==> src/hdl/pct_pkg.sv <==
package pct_pkg;

    typedef enum logic [1:0] {
        OP_INSERT = 2'd0,
        OP_ADD    = 2'd1,
        OP_REMOVE = 2'd2,
        OP_FIND   = 2'd3
    } op_t;

    typedef enum logic [1:0] {
        ST_DONE      = 2'd0,
        ST_PRESENT   = 2'd1,
        ST_NOT_FOUND = 2'd2,
        ST_FULL      = 2'd3
    } status_t;

    typedef enum logic [2:0] {
        S_IDLE,
        S_PSCAN,
        S_PWRITE,
        S_CSCAN,
        S_CWRITE,
        S_RESULT
    } state_t;

    typedef enum logic [1:0] {
        CM_WRITE,
        CM_KILL_ONE,
        CM_KILL_OWNER
    } cmode_t;

    typedef struct packed {
        logic [1:0]  operation;
        logic [31:0] pid;
        logic [31:0] child_pid;
    } req_t;

    typedef struct packed {
        logic [1:0]  status;
        logic        found;
        logic [31:0] answer_pid;
    } rsp_t;

    typedef struct packed {
        logic        shift;
        logic        tail_valid;
    } ring_ctl_t;

endpackage

==> src/hdl/pct_cell.sv <==
module pct_cell
    import pct_pkg::*;
#(
    parameter int W = 48
)(
    input  logic         clk,
    input  logic         rst_n,
    input  ring_ctl_t    ctl,
    input  logic         valid_in,
    input  logic [W-1:0] data_in,
    output logic         valid_q,
    output logic [W-1:0] data_q
);

    logic         valid_reg;
    logic [W-1:0] data_reg;

    always_ff @(posedge clk or negedge rst_n)
    begin
        if (!rst_n)
        begin
            valid_reg <= 1'b0;
        end
        else if (ctl.shift)
        begin
            valid_reg <= valid_in;
        end
    end

    always_ff @(posedge clk)
    begin
        if (ctl.shift)
        begin
            data_reg <= data_in;
        end
    end

    assign valid_q = valid_reg;
    assign data_q  = data_reg;

endmodule

==> config.mk <==
export PLATFORM = sky130hd
export DESIGN_NAME = pct_cell
export DESIGN_NICKNAME = d
export VERILOG_FILES = /design/src/hdl/pct_pkg.sv /design/src/hdl/pct_cell.sv
export SDC_FILE = /design/constraint.sdc
export NUM_CORES = 1
export LEC_CHECK = 0
export ABC_AREA = 1
export BUFFER_PORTS_ARGS = -buffer_cell sky130_fd_sc_hd__buf_2
export CAP_MARGIN = 0
export CORE_UTILIZATION = 40
export CTS_CLUSTER_DIAMETER = 150
export DETAILED_ROUTE_END_ITERATION = 8
export PLACE_DENSITY = 0.8
export RECOVER_POWER = 25
export SLEW_MARGIN = 20
export SYNTH_ARGS = -nofsm -noshare
export SYNTH_HDL_FRONTEND = slang
export SYNTH_SLANG_ARGS = --single-unit
==> constraint.sdc <==
create_clock -name clk -period 0.8 [get_ports clk]
set_input_delay 0.04 -clock clk [delete_from_list [all_inputs] [get_ports clk]]
set_output_delay 0.04 -clock clk [all_outputs]
set_load 0.02 [all_outputs]
## After elaboration in Yosys (flattened, before gate mapping)

Index checks and enable logic that the tools add are counted.

- Flip-flop bits (word level): 49
- Input bits: 53
- Logic and storage cells: 2

## Logic depth before layout (Yosys ltp)

- Depth after elaboration: 0
- Gate-level depth with buffers: 3

## Worst setup path before layout

OpenSTA, ideal clock, no wires.

- Path kind: register to register
- Start point: register, netlist name valid_q
- End point: register valid_reg, in the netlist valid_q
- Setup time: 0.117 ns
- Arrival: 0.559 ns
- Required time: 0.683 ns
- Setup slack: 0.124 ns
- Cell stages (with the launch flop): 3
- Period minus slack after synthesis: 0.676 ns
- Cell sequence: dfrtp_1 > nand2_1 > nand2_1

RTL lines:

| item | RTL line | source |
|---|---|---|
| end signal, assigned | pct_cell.sv:26 | `valid_reg <= valid_in;` |
| end, declared | pct_cell.sv:15 | `logic valid_reg;` |

## Final worst setup path

- Start point: register data_reg[30], in the netlist data_q[30]
- End point: output data_q[30]

RTL lines:

| item | RTL line | source |
|---|---|---|
| start, declared | pct_cell.sv:16 | `logic [W-1:0] data_reg;` |
| start signal, assigned | pct_cell.sv:34 | `data_reg <= data_in;` |
| end, declared | pct_cell.sv:12 | `output logic [W-1:0] data_q` |

No word-level cell between the ends.

==> results.txt <==
----------------------------------------------------
[Clocking]
  Maximum level of the CTS H-tree ... 2
  Clock root buffer master ... clkbuf_8
  CTS Buf Count ... 5
  Clock tree from TritonCTS ... yes
  Clock-pin slew on the worst setup and hold paths ... 0.09 ns
  Number of buffers on the longest clock path ... 2
  Skew-Pair Late Insertion Delay ... 0.29 ns
  # clock sinks ... 49

[Die]
  Die Footprint ... 0.003951 mm²
  Number of ports placed on the die boundary ... 102
  Placeable core region ... 0.003442 mm²
  Die extent in y ... 62.86 µm
  Chip width ... 62.86 µm
  Count of standard-cell rows ... 21
  Initial core utilization ... 43.04%

[Worst setup path]
  Count of buffer and inverter cells on the critical path ... 1
  Required arrival time at the worst endpoint ... 0.76 ns
  Kind of cell with the highest combined delay on the critical path ... flip-flops
  Kind of launch point of the worst setup path ... flip-flop
  Arrival time worst endpoint ... 0.90 ns
  Critical Setup Path Class ... flip-flop to output port
  Nature of the critical path endpoint ... output port
  Critical path's slowest cell ... edfxtp_1
  Crit path cell chain ... buf_6
  Largest driver fanout on the critical path ... 1
  Max incr delay on CP ... 0.44 ns

[Route]
  Routed length on met3 ... 388 µm
  Post-DR vias/cell ... 4.592
  Routed wl met2 ... 2.600 mm
  Max layer used ... met4
  Routed wirelength normalized by instance count ... 19.15 µm
  First DRT Iteration DRCs ... 76
  TritonRoute pass-1 iters ... 4
  Antenna Violating Nets Remaining ... 0
  Number of vias in the routed layout ... 1194
  Routed metal-1 wirelength ... 1.861 mm
  DRC ... 0
  Final wirelength ... 4.979 mm

[Timing]
  Final worst path period share ... 117.2%
  Slew Limit Headroom ... 67.08%
  Hold slack final ... 0.04036 ns
  Final Hold Vio Count ... 0
  Number of slew-limit violations in the final report ... 0
  Highest Clock Rate ... 1066 MHz
  Unrepaired setup endpoints after global routing ... yes
  Final Critical Period ... 0.9377 ns
  Worst-Margin Slew ... 0.4937 ns
  Least setup slack across all paths after layout ... -0.1377 ns
  Finish-stage setup viols ... 49
  Clk_skew ... 0 ns

[Synthesis]
  Yosys synthesis warning count ... 0
  Post-synth design cell area ... 0.001481 mm²
  Area share of the leading cell type in the synthesized netlist ... 97.30%
  Synthesized netlist cell count ... 53
  Unique masters post-synth ... 4
  Total of flip-flops plus latches after synthesis ... 49
  Sequential element share of the synthesized area ... 98.99%
  Post-Syn Nets ... 106
  Cell type with the highest aggregate area in the netlist ... edfxtp_1
  Most frequently used flop master after synthesis ... edfxtp_1
  Asr flop ratio synth ... 2.041%
  Synth area leaders ... edfxtp_1 (97%), dfrtp_1 (1.7%), nand2_1 (0.76%)
  Number of enable-type register cells in the synthesized netlist ... 48
  Mean Syn Cell Area ... 27.95 µm²
  Dominant cell by count in the synthesized netlist ... edfxtp_1
  Most numerous cell types in the synthesized netlist ... edfxtp_1 (48), nand2_1 (3), dfrtp_1 (1), inv_1 (1)

[Placed design]
  Post-Place Setup Slack ... 0.1023 ns
  Routability congestion estimate ... 0.7035
  Total half-perimeter wirelength after legalization and detailed placement ... 2.068 mm
  PortBufs ... 100

[Outcome]
  Run status ... complete, but fails checks
  Violated checks ... negative setup slack

[Cells and area]
  Syn-to-layout area delta ... 96.20%
  Post-route core utilization ... 84.44%
  Proportion of layout cells with a drive suffix above 1 ... 50.93%
  Final layout net count ... 266
  Fill cell instance count of the final layout ... 174
  Count of inserted antenna diode cells ... 0

[Global routing]
  Global-route wire length before repair ... 6.334 mm
  Initial antenna violation count ... 0
  Remaining Overflow, GRT ... 0
  Number of global-route vias before repair ... 1227
  Aggregate global-route resource usage ... 22.79%
  Largest net degree at the start of global routing ... 31

[Pwr]
  Leakage component of the power ... 1.241 nW
  Power Density ... 2043 mW/mm²
  Peak VDD IR ... 1.988 mV

[Job]
  Max-cap check violation count ... 0

[Worst hold path]
  Worst hold-check path type ... input pin to async pin

----------------------------------------------------
-- state kept, by name, summed over array words and instances, names as in the netlist --
| name | flops |
|---|---|
| valid_q | 1 |
| data_q | 48 |
-- layer usage --
metal | vias up | global-route usage (%)
met4 | 0 | 6.395
met2 | 86 | 43.75
met1 | 571 | 22.60
li1 | 527 | -
met3 | 10 | 8.212
met5 | - | 0
-- cell families after synthesis --
group                  share of synthesized area, %
and+or+nand+nor                              0.7601
DFF                                           98.99
buffers and inverters                        0.2531
-- per-stage QoR --
stage          power, W  TNS [ns]  instances  area, µm²
2_1_floorplan  0.003426         0         53       1481
3_3_place_gp   0.003770         0        201       2079
3_5_place_dp   0.003792         0        201       2079
4_1_cts        0.005666    -3.340        260       2735
5_1_grt        0.006116    -5.816        260       2907
6_report       0.005939    -4.429        260       2907
-- power breakdown --
group	internal (W)	switching (W)	total, W
combinational	0.000558	0.000481	0.00104
clock	0.000921	0.000831	0.00175
sequential	0.00305	0.000101	0.00315
-- worst paths after layout --
kind,startpoint,cells past startpoint,slack [ns],end
worst min register to register,valid_q,3,0.60,valid_q
max in group asynchronous,rst_n,2,0.68,valid_q
worst max-delay path,data_q[30],1,-0.14,data_q[30]
worst min-delay path,rst_n,2,0.04,valid_q
min in group clk,ctl[1],2,0.38,data_q[23]
worst max register to register,valid_q,3,0.07,valid_q
-- area by class of cell --
type / count / area (µm²) / share of cell area (%)
flip-flops and latches: 49 / 1466 / 50.45
inverters: 1 / 3.754 / 0.1291
clock inverters: 3 / 41.29 / 1.421
multi-input cells: 3 / 11.26 / 0.3874
repair buffers: 153 / 1257 / 43.26
clock buffers: 5 / 68.82 / 2.368
well taps: 46 / 57.56 / 1.980
-- placed cells by master, fill, tap and decap left out, drive strengths merged --
cell type / n
buf: 100
bufinv: 1
clkbuf: 8
clkinv: 1
clkinvlp: 1
dfrtp: 1
dlygate4sd3: 50
edfxtp: 48
inv: 1
nand2: 3
-- repair_timing --
| action | in CTS | in global routing |
|---|---|---|
| endpoints found under the hold margin | 50 | 0 |
| hold buffers | 50 | 0 |
| setup buffers | 1 | 0 |
| resized for setup | 12 | 64 |
| setup endpoints to repair | 49 | 49 |
No activity file was read; power rests on OpenSTA's default activity.
